## config.mk

```make
export PLATFORM = sky130hd
export DESIGN_NAME = line_rasterizer_flat
export DESIGN_NICKNAME = d
export VERILOG_FILES = /design/src/rtl/lr_pkg.sv /design/src/rtl/lr_if.sv /design/src/rtl/lr_front.sv /design/src/rtl/lr_div.sv /design/src/rtl/lr_back.sv /design/src/rtl/line_rasterizer.sv /design/src/flat_wrapper.sv
export VERILOG_INCLUDE_DIRS = /design/src /design/src/rtl
export SDC_FILE = /design/constraint.sdc
export NUM_CORES = 1
export LEC_CHECK = 0
export ABC_CLOCK_PERIOD_IN_PS = 9950
export BUFFER_PORTS_ARGS = -buffer_cell sky130_fd_sc_hd__buf_2
export CAP_MARGIN = 40
export CORE_MARGIN = 2
export CORE_UTILIZATION = 42
export DETAILED_ROUTE_END_ITERATION = 7
export HOLD_SLACK_MARGIN = 0.05
export SETUP_SLACK_MARGIN = 0.5
export SLEW_MARGIN = 20
export SYNTH_ARGS = -nofsm -noshare
export SYNTH_HDL_FRONTEND = slang
export SYNTH_HIERARCHICAL = 1
export SYNTH_SLANG_ARGS = --single-unit
```

## constraint.sdc

```tcl
create_clock -name clk -period 9.95 [get_ports clk]
set_input_delay 0 -clock clk [delete_from_list [all_inputs] [get_ports clk]]
set_output_delay 0 -clock clk [all_outputs]
set_load 0.01 [all_outputs]
```

## src/rtl/line_rasterizer_macros.svh

```systemverilog
// Assertion macros for the line rasterizer.
`ifndef LINE_RASTERIZER_MACROS_SVH
`define LINE_RASTERIZER_MACROS_SVH

`ifndef NO_ASSERTIONS

// checked only out of reset
`define LR_ASSERT(name, prop, msg) \
  name: assert property (@(posedge clk) disable iff (rst) prop) else $error(msg);

// checked during reset too
`define LR_ASSERT_RST(name, prop, msg) \
  name: assert property (@(posedge clk) prop) else $error(msg);

`else

`define LR_ASSERT(name, prop, msg)

`define LR_ASSERT_RST(name, prop, msg)

`endif

`endif

```

## src/rtl/lr_pkg.sv

```systemverilog
package lr_pkg;

  localparam int COORD_BITS_DEF = 12;
  localparam int SW_BITS = 13;
  localparam logic [SW_BITS-1:0] SW_RESET = 13'd640;
  localparam int QUEUE_DEPTH = 2;

  localparam logic CMD_LOAD = 1'b0;
  localparam logic CMD_STEP = 1'b1;

  typedef enum logic [0:0] {
    ST_READY,
    ST_DIVIDE
  } back_state_t;

endpackage

```

## src/rtl/lr_if.sv

```systemverilog
interface lr_item_if import lr_pkg::*; #(
  parameter int W = COORD_BITS_DEF
) ();
  logic         valid;
  logic         ready;
  logic         cmd;
  logic [W-1:0] x_first;
  logic [W-1:0] y_first;
  logic [W-1:0] x_second;
  logic [W-1:0] y_second;
  logic [31:0]  line_color;

  modport source (
    output valid, cmd, x_first, y_first, x_second, y_second, line_color,
    input  ready
  );
  modport sink (
    input  valid, cmd, x_first, y_first, x_second, y_second, line_color,
    output ready
  );
endinterface

interface lr_pixel_if import lr_pkg::*; #(
  parameter int W = COORD_BITS_DEF
) ();
  logic         valid;
  logic         ready;
  logic         pixel_valid;
  logic [W-1:0] pixel_x;
  logic [W-1:0] pixel_y;
  logic [31:0]  pixel_color;
  logic         last_pixel;

  modport source (
    output valid, pixel_valid, pixel_x, pixel_y, pixel_color, last_pixel,
    input  ready
  );
  modport sink (
    input  valid, pixel_valid, pixel_x, pixel_y, pixel_color, last_pixel,
    output ready
  );
endinterface

interface lr_cfg_if import lr_pkg::*; ();
  logic               valid;
  logic               ready;
  logic [SW_BITS-1:0] screen_width;

  modport source (output valid, screen_width, input ready);
  modport sink (input valid, screen_width, output ready);
endinterface

```

## src/rtl/lr_front.sv

```systemverilog
module lr_front import lr_pkg::*; #(
  parameter int W     = COORD_BITS_DEF,
  parameter int DEPTH = QUEUE_DEPTH
) (
  input logic      clk,
  input logic      rst,
  lr_item_if.sink  item,
  lr_item_if.source que
);

  localparam int ITEM_W = 4 * W + 33;
  localparam int PTR_W  = (DEPTH > 1) ? $clog2(DEPTH) : 1;
  localparam int CNT_W  = $clog2(DEPTH + 1);

  logic [ITEM_W-1:0] entry [DEPTH];
  logic [PTR_W-1:0]  wr_ptr;
  logic [PTR_W-1:0]  rd_ptr;
  logic [CNT_W-1:0]  count;
  logic              push;
  logic              pop;
  logic [ITEM_W-1:0] head;

  assign item.ready = (count != CNT_W'(DEPTH));
  assign que.valid  = (count != '0);
  assign push       = item.valid && item.ready;
  assign pop        = que.valid && que.ready;

  assign head           = entry[rd_ptr];
  assign que.cmd        = head[ITEM_W-1];
  assign que.x_first    = head[4*W+31 -: W];
  assign que.y_first    = head[3*W+31 -: W];
  assign que.x_second   = head[2*W+31 -: W];
  assign que.y_second   = head[W+31 -: W];
  assign que.line_color = head[31:0];

  always_ff @(posedge clk) begin
    if (push) begin
      entry[wr_ptr] <= {item.cmd, item.x_first, item.y_first, item.x_second,
                        item.y_second, item.line_color};
    end
  end

  always_ff @(posedge clk) begin
    if (rst) begin
      wr_ptr <= '0;
      rd_ptr <= '0;
      count  <= '0;
    end else begin
      if (push) begin
        wr_ptr <= (wr_ptr == PTR_W'(DEPTH - 1)) ? '0 : wr_ptr + PTR_W'(1);
      end
      if (pop) begin
        rd_ptr <= (rd_ptr == PTR_W'(DEPTH - 1)) ? '0 : rd_ptr + PTR_W'(1);
      end
      case ({push, pop})
        2'b10:   count <= count + CNT_W'(1);
        2'b01:   count <= count - CNT_W'(1);
        default: count <= count;
      endcase
    end
  end

endmodule

```

## src/rtl/lr_div.sv

```systemverilog
module lr_div import lr_pkg::*; #(
  parameter int W = COORD_BITS_DEF
) (
  input  logic         clk,
  input  logic         rst,
  input  logic         start,
  input  logic [W-1:0] dividend,
  input  logic [W-1:0] divisor,
  output logic         done,
  output logic [W-1:0] quotient,
  output logic [W-1:0] remainder
);

  localparam int CNT_W = $clog2(W + 1);

  logic             busy;
  logic [CNT_W-1:0] cnt;
  logic [W-1:0]     rem;
  logic [W-1:0]     quo;
  logic [W-1:0]     dsr;
  logic [W:0]       shifted;
  logic [W:0]       diff;
  logic             fits;

  assign shifted   = {rem, quo[W-1]};
  assign diff      = shifted - {1'b0, dsr};
  assign fits      = (shifted >= {1'b0, dsr});
  assign quotient  = quo;
  assign remainder = rem;

  always_ff @(posedge clk) begin
    if (rst) begin
      busy <= 1'b0;
      done <= 1'b0;
      cnt  <= '0;
    end else begin
      done <= 1'b0;
      if (start) begin
        busy <= 1'b1;
        cnt  <= CNT_W'(W);
      end else if (busy) begin
        cnt <= cnt - CNT_W'(1);
        if (cnt == CNT_W'(1)) begin
          busy <= 1'b0;
          done <= 1'b1;
        end
      end
    end
  end

  always_ff @(posedge clk) begin
    if (start) begin
      rem <= '0;
      quo <= dividend;
      dsr <= divisor;
    end else if (busy) begin
      rem <= fits ? diff[W-1:0] : shifted[W-1:0];
      quo <= {quo[W-2:0], fits};
    end
  end

endmodule

```

## src/rtl/lr_back.sv

```systemverilog
module lr_back import lr_pkg::*; #(
  parameter int W = COORD_BITS_DEF
) (
  input  logic               clk,
  input  logic               rst,
  input  logic [SW_BITS-1:0] screen_width,
  lr_item_if.sink            que,
  lr_pixel_if.source         pixel
);

  localparam int CW = (W > SW_BITS) ? W : SW_BITS;

  back_state_t state;
  back_state_t state_next;

  logic                active;
  logic                vertical_mode;
  logic [W-1:0]        cur_x;
  logic [W-1:0]        end_x;
  logic [W-1:0]        base_y;
  logic [W-1:0]        slope_remainder;
  logic signed [W:0]   slope_quotient;
  logic [W-1:0]        slope_error;
  logic [W-1:0]        delta_x;
  logic [W-1:0]        limit_y;
  logic [W-1:0]        fill_steps;
  logic [W-1:0]        fill_count;
  logic [31:0]         held_color;
  logic                neg_dy;
  logic                line_ok;

  logic                out_valid;
  logic                out_pv;
  logic [W-1:0]        out_x;
  logic [W-1:0]        out_y;
  logic [31:0]         out_color;
  logic                out_last;

  logic                pop;
  logic                pop_load;
  logic                pop_step;
  logic                div_start;
  logic                div_done;
  logic [W-1:0]        div_quo;
  logic [W-1:0]        div_rem;

  logic                is_vert;
  logic                x_lt;
  logic [W-1:0]        lx;
  logic [W-1:0]        ly;
  logic [W-1:0]        rx;
  logic [W-1:0]        ry;
  logic [W-1:0]        dx;
  logic                dy_neg;
  logic [W-1:0]        ady;
  logic                lx_on;
  logic [W-1:0]        end_x_load;
  logic [SW_BITS-1:0]  sw_m1;

  logic                active_next;
  logic [W-1:0]        base_next;
  logic [W-1:0]        cur_next;
  logic [W-1:0]        fill_next;
  logic [W-1:0]        err_next;
  logic [W:0]          err_sum;
  logic                err_wrap;
  logic signed [W+1:0] nb;
  logic                fill_room;
  logic [W:0]          q_pos;

  lr_div #(.W(W)) u_div (
    .clk       (clk),
    .rst       (rst),
    .start     (div_start),
    .dividend  (ady),
    .divisor   (dx),
    .done      (div_done),
    .quotient  (div_quo),
    .remainder (div_rem)
  );

  // decode a load
  always_comb begin
    is_vert    = (que.x_first == que.x_second);
    x_lt       = (que.x_first < que.x_second);
    lx         = x_lt ? que.x_first : que.x_second;
    ly         = x_lt ? que.y_first : que.y_second;
    rx         = x_lt ? que.x_second : que.x_first;
    ry         = x_lt ? que.y_second : que.y_first;
    dx         = rx - lx;
    dy_neg     = (ry < ly);
    ady        = dy_neg ? (ly - ry) : (ry - ly);
    lx_on      = (CW'(lx) < CW'(screen_width));
    sw_m1      = screen_width - SW_BITS'(1);
    end_x_load = (CW'(rx) < CW'(screen_width)) ? rx : W'(sw_m1);
  end

  always_comb begin
    state_next = state;
    case (state)
      ST_READY: begin
        if (div_start) begin
          state_next = ST_DIVIDE;
        end
      end
      ST_DIVIDE: begin
        if (div_done) begin
          state_next = ST_READY;
        end
      end
      default: state_next = ST_READY;
    endcase
  end

  always_comb begin
    pop = 1'b0;
    case (state)
      ST_READY: pop = que.valid && ((que.cmd == CMD_LOAD) || !out_valid || pixel.ready);
      ST_DIVIDE: pop = 1'b0;
      default: pop = 1'b0;
    endcase
    pop_load  = pop && (que.cmd == CMD_LOAD);
    pop_step  = pop && (que.cmd == CMD_STEP);
    div_start = pop_load && !is_vert;
  end

  assign que.ready = pop;

  // walk one pixel
  always_comb begin
    active_next = active;
    base_next   = base_y;
    cur_next    = cur_x;
    fill_next   = fill_count;
    err_next    = slope_error;
    err_sum     = {1'b0, slope_error} + {1'b0, slope_remainder};
    err_wrap    = (err_sum >= {1'b0, delta_x});
    nb          = $signed({2'b00, base_y}) + $signed({slope_quotient[W], slope_quotient})
                  + $signed({{(W + 1){1'b0}}, err_wrap});
    fill_room   = (({1'b0, base_y} + {1'b0, fill_count} + (W + 1)'(1)) <= {1'b0, limit_y});
    if (vertical_mode) begin
      if (base_y >= limit_y) begin
        active_next = 1'b0;
      end else begin
        base_next = base_y + W'(1);
      end
    end else if ((fill_count < fill_steps) && fill_room) begin
      fill_next = fill_count + W'(1);
    end else if (cur_x >= end_x) begin
      active_next = 1'b0;
    end else begin
      cur_next  = cur_x + W'(1);
      fill_next = '0;
      err_next  = err_wrap ? W'(err_sum - {1'b0, delta_x}) : err_sum[W-1:0];
      base_next = nb[W+1] ? '0 : nb[W-1:0];
    end
  end

  assign q_pos = {1'b0, div_quo};

  always_ff @(posedge clk) begin
    if (rst) begin
      state           <= ST_READY;
      active          <= 1'b0;
      vertical_mode   <= 1'b0;
      cur_x           <= '0;
      end_x           <= '0;
      base_y          <= '0;
      slope_remainder <= '0;
      slope_quotient  <= '0;
      slope_error     <= '0;
      delta_x         <= '0;
      limit_y         <= '0;
      fill_steps      <= '0;
      fill_count      <= '0;
      held_color      <= '0;
      neg_dy          <= 1'b0;
      line_ok         <= 1'b0;
      out_valid       <= 1'b0;
    end else begin
      state <= state_next;
      if (pop_step) begin
        out_valid <= 1'b1;
      end else if (pixel.ready) begin
        out_valid <= 1'b0;
      end
      if (pop_load) begin
        held_color  <= que.line_color;
        limit_y     <= (que.y_first > que.y_second) ? que.y_first : que.y_second;
        fill_count  <= '0;
        slope_error <= '0;
        if (is_vert) begin
          vertical_mode <= 1'b1;
          cur_x         <= que.x_first;
          end_x         <= que.x_first;
          base_y        <= (que.y_first < que.y_second) ? que.y_first : que.y_second;
          active        <= 1'b1;
        end else begin
          vertical_mode <= 1'b0;
          delta_x       <= dx;
          cur_x         <= lx;
          base_y        <= ly;
          neg_dy        <= dy_neg;
          line_ok       <= lx_on;
          end_x         <= lx_on ? end_x_load : '0;
          active        <= 1'b0;
        end
      end else if (pop_step && active) begin
        active      <= active_next;
        base_y      <= base_next;
        cur_x       <= cur_next;
        fill_count  <= fill_next;
        slope_error <= err_next;
      end
      if (div_done) begin
        fill_steps <= div_quo;
        active     <= line_ok;
        if (!neg_dy) begin
          slope_quotient  <= $signed(q_pos);
          slope_remainder <= div_rem;
        end else if (div_rem == '0) begin
          slope_quotient  <= -$signed(q_pos);
          slope_remainder <= '0;
        end else begin
          slope_quotient  <= -$signed(q_pos) - $signed((W + 1)'(1));
          slope_remainder <= delta_x - div_rem;
        end
      end
    end
  end

  always_ff @(posedge clk) begin
    if (pop_step) begin
      if (active) begin
        out_pv    <= 1'b1;
        out_x     <= cur_x;
        out_y     <= vertical_mode ? base_y : (base_y + fill_count);
        out_color <= held_color;
        out_last  <= !active_next;
      end else begin
        out_pv    <= 1'b0;
        out_x     <= '0;
        out_y     <= '0;
        out_color <= '0;
        out_last  <= 1'b0;
      end
    end
  end

  assign pixel.valid       = out_valid;
  assign pixel.pixel_valid = out_pv;
  assign pixel.pixel_x     = out_x;
  assign pixel.pixel_y     = out_y;
  assign pixel.pixel_color = out_color;
  assign pixel.last_pixel  = out_last;

endmodule

```

## src/rtl/line_rasterizer.sv

```systemverilog
// Channel  Role    Word
// item     sink    cmd, x_first, y_first, x_second, y_second, line_color
// pixel    source  pixel_valid, pixel_x, pixel_y, pixel_color, last_pixel
// cfg      sink    screen_width (always ready)
//
// One pixel word per step word, one per cycle unless pixel or the divider stalls.
// A sloped load runs the radix-2 divider; no words are taken until it is done.
// Vertical loads skip it. A two-word queue decouples item from the back end.
// Synchronous reset empties the queue, drops the line, sets screen_width to 640.
// A stalled pixel word holds step words; the queue takes item words until full.
`include "line_rasterizer_macros.svh"

module line_rasterizer import lr_pkg::*; #(
  parameter int COORD_BITS = COORD_BITS_DEF
) (
  input logic        clk,
  input logic        rst,
  lr_item_if.sink    item,
  lr_pixel_if.source pixel,
  lr_cfg_if.sink     cfg
);

  logic [SW_BITS-1:0] screen_width;

  lr_item_if #(.W(COORD_BITS)) que ();

  assign cfg.ready = 1'b1;

  always_ff @(posedge clk) begin
    if (rst) begin
      screen_width <= SW_RESET;
    end else if (cfg.valid) begin
      screen_width <= cfg.screen_width;
    end
  end

  lr_front #(.W(COORD_BITS), .DEPTH(QUEUE_DEPTH)) u_front (
    .clk  (clk),
    .rst  (rst),
    .item (item),
    .que  (que)
  );

  lr_back #(.W(COORD_BITS)) u_back (
    .clk          (clk),
    .rst          (rst),
    .screen_width (screen_width),
    .que          (que),
    .pixel        (pixel)
  );

  `LR_ASSERT_RST(a_reset_quiet, rst |=> !pixel.valid, "pixel word present after reset")
  `LR_ASSERT(a_idle_zero, (pixel.valid && !pixel.pixel_valid) |-> (pixel.pixel_x == '0 && pixel.pixel_y == '0 && pixel.pixel_color == '0 && !pixel.last_pixel), "idle step word not zero")
  `LR_ASSERT(a_last_valid, (pixel.valid && pixel.last_pixel) |-> pixel.pixel_valid, "last pixel without a pixel")

endmodule
```

## src/flat_wrapper.sv

```systemverilog
// flat-port wrapper written by rule: the top's interface ports become plain ports
module line_rasterizer_flat import lr_pkg::*;
#(
  parameter int COORD_BITS = COORD_BITS_DEF
)
  (clk, rst, item_valid, item_cmd, item_x_first, item_y_first, item_x_second, item_y_second, item_line_color, item_ready, pixel_valid, pixel_pixel_valid, pixel_pixel_x, pixel_pixel_y, pixel_pixel_color, pixel_last_pixel, pixel_ready, cfg_valid, cfg_screen_width, cfg_ready);
  lr_item_if item_i ();
  lr_pixel_if pixel_i ();
  lr_cfg_if cfg_i ();
  input logic clk;
  input logic rst;
  input wire logic [$bits(item_i.valid)-1:0] item_valid;
  input wire logic [$bits(item_i.cmd)-1:0] item_cmd;
  input wire logic [$bits(item_i.x_first)-1:0] item_x_first;
  input wire logic [$bits(item_i.y_first)-1:0] item_y_first;
  input wire logic [$bits(item_i.x_second)-1:0] item_x_second;
  input wire logic [$bits(item_i.y_second)-1:0] item_y_second;
  input wire logic [$bits(item_i.line_color)-1:0] item_line_color;
  output wire logic [$bits(item_i.ready)-1:0] item_ready;
  output wire logic [$bits(pixel_i.valid)-1:0] pixel_valid;
  output wire logic [$bits(pixel_i.pixel_valid)-1:0] pixel_pixel_valid;
  output wire logic [$bits(pixel_i.pixel_x)-1:0] pixel_pixel_x;
  output wire logic [$bits(pixel_i.pixel_y)-1:0] pixel_pixel_y;
  output wire logic [$bits(pixel_i.pixel_color)-1:0] pixel_pixel_color;
  output wire logic [$bits(pixel_i.last_pixel)-1:0] pixel_last_pixel;
  input wire logic [$bits(pixel_i.ready)-1:0] pixel_ready;
  input wire logic [$bits(cfg_i.valid)-1:0] cfg_valid;
  input wire logic [$bits(cfg_i.screen_width)-1:0] cfg_screen_width;
  output wire logic [$bits(cfg_i.ready)-1:0] cfg_ready;
  assign item_i.valid = item_valid;
  assign item_i.cmd = item_cmd;
  assign item_i.x_first = item_x_first;
  assign item_i.y_first = item_y_first;
  assign item_i.x_second = item_x_second;
  assign item_i.y_second = item_y_second;
  assign item_i.line_color = item_line_color;
  assign item_ready = item_i.ready;
  assign pixel_valid = pixel_i.valid;
  assign pixel_pixel_valid = pixel_i.pixel_valid;
  assign pixel_pixel_x = pixel_i.pixel_x;
  assign pixel_pixel_y = pixel_i.pixel_y;
  assign pixel_pixel_color = pixel_i.pixel_color;
  assign pixel_last_pixel = pixel_i.last_pixel;
  assign pixel_i.ready = pixel_ready;
  assign cfg_i.valid = cfg_valid;
  assign cfg_i.screen_width = cfg_screen_width;
  assign cfg_ready = cfg_i.ready;
  line_rasterizer #(.COORD_BITS(COORD_BITS)) u_core (.clk(clk), .rst(rst), .item(item_i), .pixel(pixel_i), .cfg(cfg_i));
endmodule
```

==> metrics <==
placed cells 3482; clock sink total 439; WHS 122.4 ps; Via density 5.478; reg-to-reg critical path startpoint u_core/u_back/slope_remainder[1]; layout net count 3156; total die area 62960 sq um; RSZ-0062 raised after global routing false; Starting Density 42.42%; met3 usage 2.920%; total power 10.04 mW; most frequent cells in the layout 283 x nand2_1, 244 x edfxtp_1, 219 x nor2_1, 192 x dfxtp_1, 175 x ha_1; initial antenna violation count 2; Post-Synth Simple-Gate Area 15.03%; crit path time final 7053 ps; M2 GR Usage 35.12%; Skew-Pair Late Insertion Delay 600 ps; relative slew slack 46.10%; Non-Filler Instances 3695; post-synthesis sequential area ratio 43.86%; CTS max path bufs 3; Initial DRT Pass Iterations 5; Wirelength per Cell 19.01 um; crit path DAT 7570 ps; DRT antenna net count 0; Die X 250.9 um; most frequent cell on the critical path a21oi_1; maximum fanout along the worst path 9; Worst Path Buf+Inv 1; Core Area 60360 sq um; met1 Usage GRT 31.01%; Post-Synth XOR/XNOR Area 4.681%; Max IR drop VDD 0.0001751 V; crit path kind reg -> reg; multiplexer share of the synthesized area 7.760%; reg2reg path depth 30; TNS Setup 0 ps; gr usage total 21.84%; vias in the first global route 19490; 1st-iter DRT viols 1592; period utilization 70.89%; clock root buffer clkbuf_16; vias after detailed routing 20240; Num CTS Buffers 49; Tightest Pin Transition 808.5 ps; Hold WC Path Type in -> reg; library cells used by synthesis 90; worst r2r dst u_core/u_back/base_y[6]; Critical Path Source u_core/u_back/slope_remainder[1]; syn_nets 2923; register area 11240 sq um; io pins 160; endpoints failing setup 0; synthesized instance count 2641; area of the multi-input gates 13200 sq um; CP delay by family, top compound AO/OA/AOI/OAI gates; Worst setup SP type flop; post-cts sizing count 0; share of layout cells above drive strength 1 13.91%; number of flops mapped to enable cells by yosys 244; compound-gate portion of the synthesized area 14.83%; Yosys reg bits 439; CP endpoint kind flop; Req. time, crit path 10470 ps; clock slew at reported path FFs 60 ps; Critical-path top delay cell a2111oi_0; Max Clk Rate 141.8 MHz; Worst Skew 20.13 ps; H-tree levels 2; CTS tree yes; P&R area growth vs syn 17.11%; final core occ 49.68%; dpl hpwl 49.86 mm; Reg2Reg Setup Slack 2900 ps; Overflow after GRT 0; residual DRC count 0; Setup crit end u_core/u_back/base_y[6]; status completed; pin count of the biggest net entering global routing 77; hold wc startpoint item_line_color[5]; largest family of logic cells by synthesized area simple AND/OR/NAND/NOR gates; global-route wire length before repair 108.9 mm; critical path depth in cells 30; # fillers 5552; GRT busiest layer met2; Synth Flop Type edfxtp_1; FP Rows 90; Final Hold Vio Count 0; commonest non-fill, non-tap cell in the layout nand2_1; post-synthesis instance area 25610 sq um; maxcap violations 0; adder-cell area share of the yosys netlist 9.177%; fin. max-slew vios 0; hold depth 2; Mean Syn Cell Area 9.695 sq um; Port-buffer cells 158; WL final 70.24 mm; Worst path max stage delay 690 ps; gpl congestion 0.9239; Async S/R FF share, synth 0%; P per Cell Area 334.8 nW/um^2; Pleak 11.84 nW; Die Span Y 250.9 um; warnings from Yosys 6
## routing by layer
layer	share of wire (%)	vias up	routed length (um)
met3	5.1	97	3586
met5	0	-	0
met4	2.2	0	1526
met1	47	9692	33090
li1	-	9916	-
met2	46	538	32040
## state kept, by name, indices dropped and copies added, names as in the netlist, 2 cells and up, named ones only
register,count
u_core/u_back/delta_x,12
u_core/u_front/count,2
u_core/u_back/fill_steps,12
u_core/u_back/cur_x,12
u_core/u_back/pixel.pixel_y,12
u_core/u_back/slope_quotient,13
u_core/u_front/entry,162
u_core/screen_width,13
u_core/u_back/u_div/quotient,12
u_core/u_back/slope_remainder,12
u_core/u_back/base_y,12
u_core/u_back/u_div/cnt,4
u_core/u_back/u_div/remainder,12
u_core/u_back/slope_error,12
u_core/u_back/fill_count,12
u_core/u_back/pixel.pixel_x,12
u_core/u_back/held_color,32
u_core/u_back/pixel.pixel_color,32
u_core/u_back/limit_y,12
u_core/u_back/u_div/dsr,12
u_core/u_back/end_x,12
## worst min-delay path by stage
stage / end / slack [ps]
2_1_floorplan: u_core/u_front/count[1] / 70
3_3_place_gp: u_core/u_front/entry[0][33] / 190
3_5_place_dp: u_core/u_front/entry[1][33] / 190
4_1_cts: u_core/u_front/entry[1][20] / 80
5_1_grt: u_core/u_front/entry[0][5] / 100
6_report: u_core/u_front/entry[0][5] / 120
## cell usage after synthesis (29+ instances only)
| cell type | instances | area (sq um) |
|---|---|---|
| mux2i_1 | 86 | 860.8 |
| edfxtp_1 | 244 | 7327 |
| a21oi_1 | 173 | 865.8 |
| nor3_1 | 37 | 185.2 |
| o21ai_0 | 110 | 550.5 |
| xnor2_1 | 93 | 814.5 |
| clkbuf_1 | 88 | 330.3 |
| dfxtp_1 | 195 | 3904 |
| nand2_1 | 283 | 1062 |
| a211oi_1 | 53 | 397.9 |
| nor2_1 | 220 | 825.8 |
| ha_1 | 175 | 2190 |
| nand3_1 | 43 | 215.2 |
| xor2_1 | 42 | 367.9 |
| and2_1 | 64 | 400.4 |
| mux2_2 | 99 | 1115 |
| a21o_1 | 34 | 255.2 |
| nor2b_1 | 29 | 181.4 |
| nand2b_1 | 33 | 206.5 |
| and3_1 | 29 | 181.4 |
| inv_1 | 172 | 645.6 |
## cell type report
| cell class | count | share of cell area, % |
|---|---|---|
| Multi-Input combinational cell | 1904 | 44.01 |
| Tap cell | 782 | 3.263 |
| Clock buffer | 62 | 4.519 |
| Inverter | 172 | 2.157 |
| Clock inverter | 27 | 1.039 |
| Sequential cell | 439 | 37.47 |
| Antenna cell | 1 | 0.008345 |
| Timing Repair Buffer | 308 | 7.531 |
## kinds of logic after synthesis
family / after synthesis
AOI/OAI and AO/OA: 578
xor gates and xnor gates: 136
adders and majority gates: 183
buffers and inverters: 298
DFF: 439
muxes: 186
other: 1
and+or+nand+nor: 820
## timing repair
action / 4_1_cts / 5_1_grt
hold buffers: 121 / 0
endpoints found under the hold margin: 218 / 0
setup buffers: 0 / 0
## stage by stage
step	area (sq um)	setup WS [ps]
2_1_floorplan	25610	3761
3_3_place_gp	27030	2983
3_5_place_dp	27070	2939
4_1_cts	29950	2913
5_1_grt	29990	2252
6_report	29990	2897
## report_power, final
part | internal (mW) | switching (mW) | leakage, nW
combinational | 2.15 | 3.26 | 7.14
sequential | 2.39 | 0.368 | 3.88
clock | 1.10 | 0.776 | 0.820
total | 5.64 | 4.40 | 11.8
Note: power is estimated with default switching activity, not from simulation.
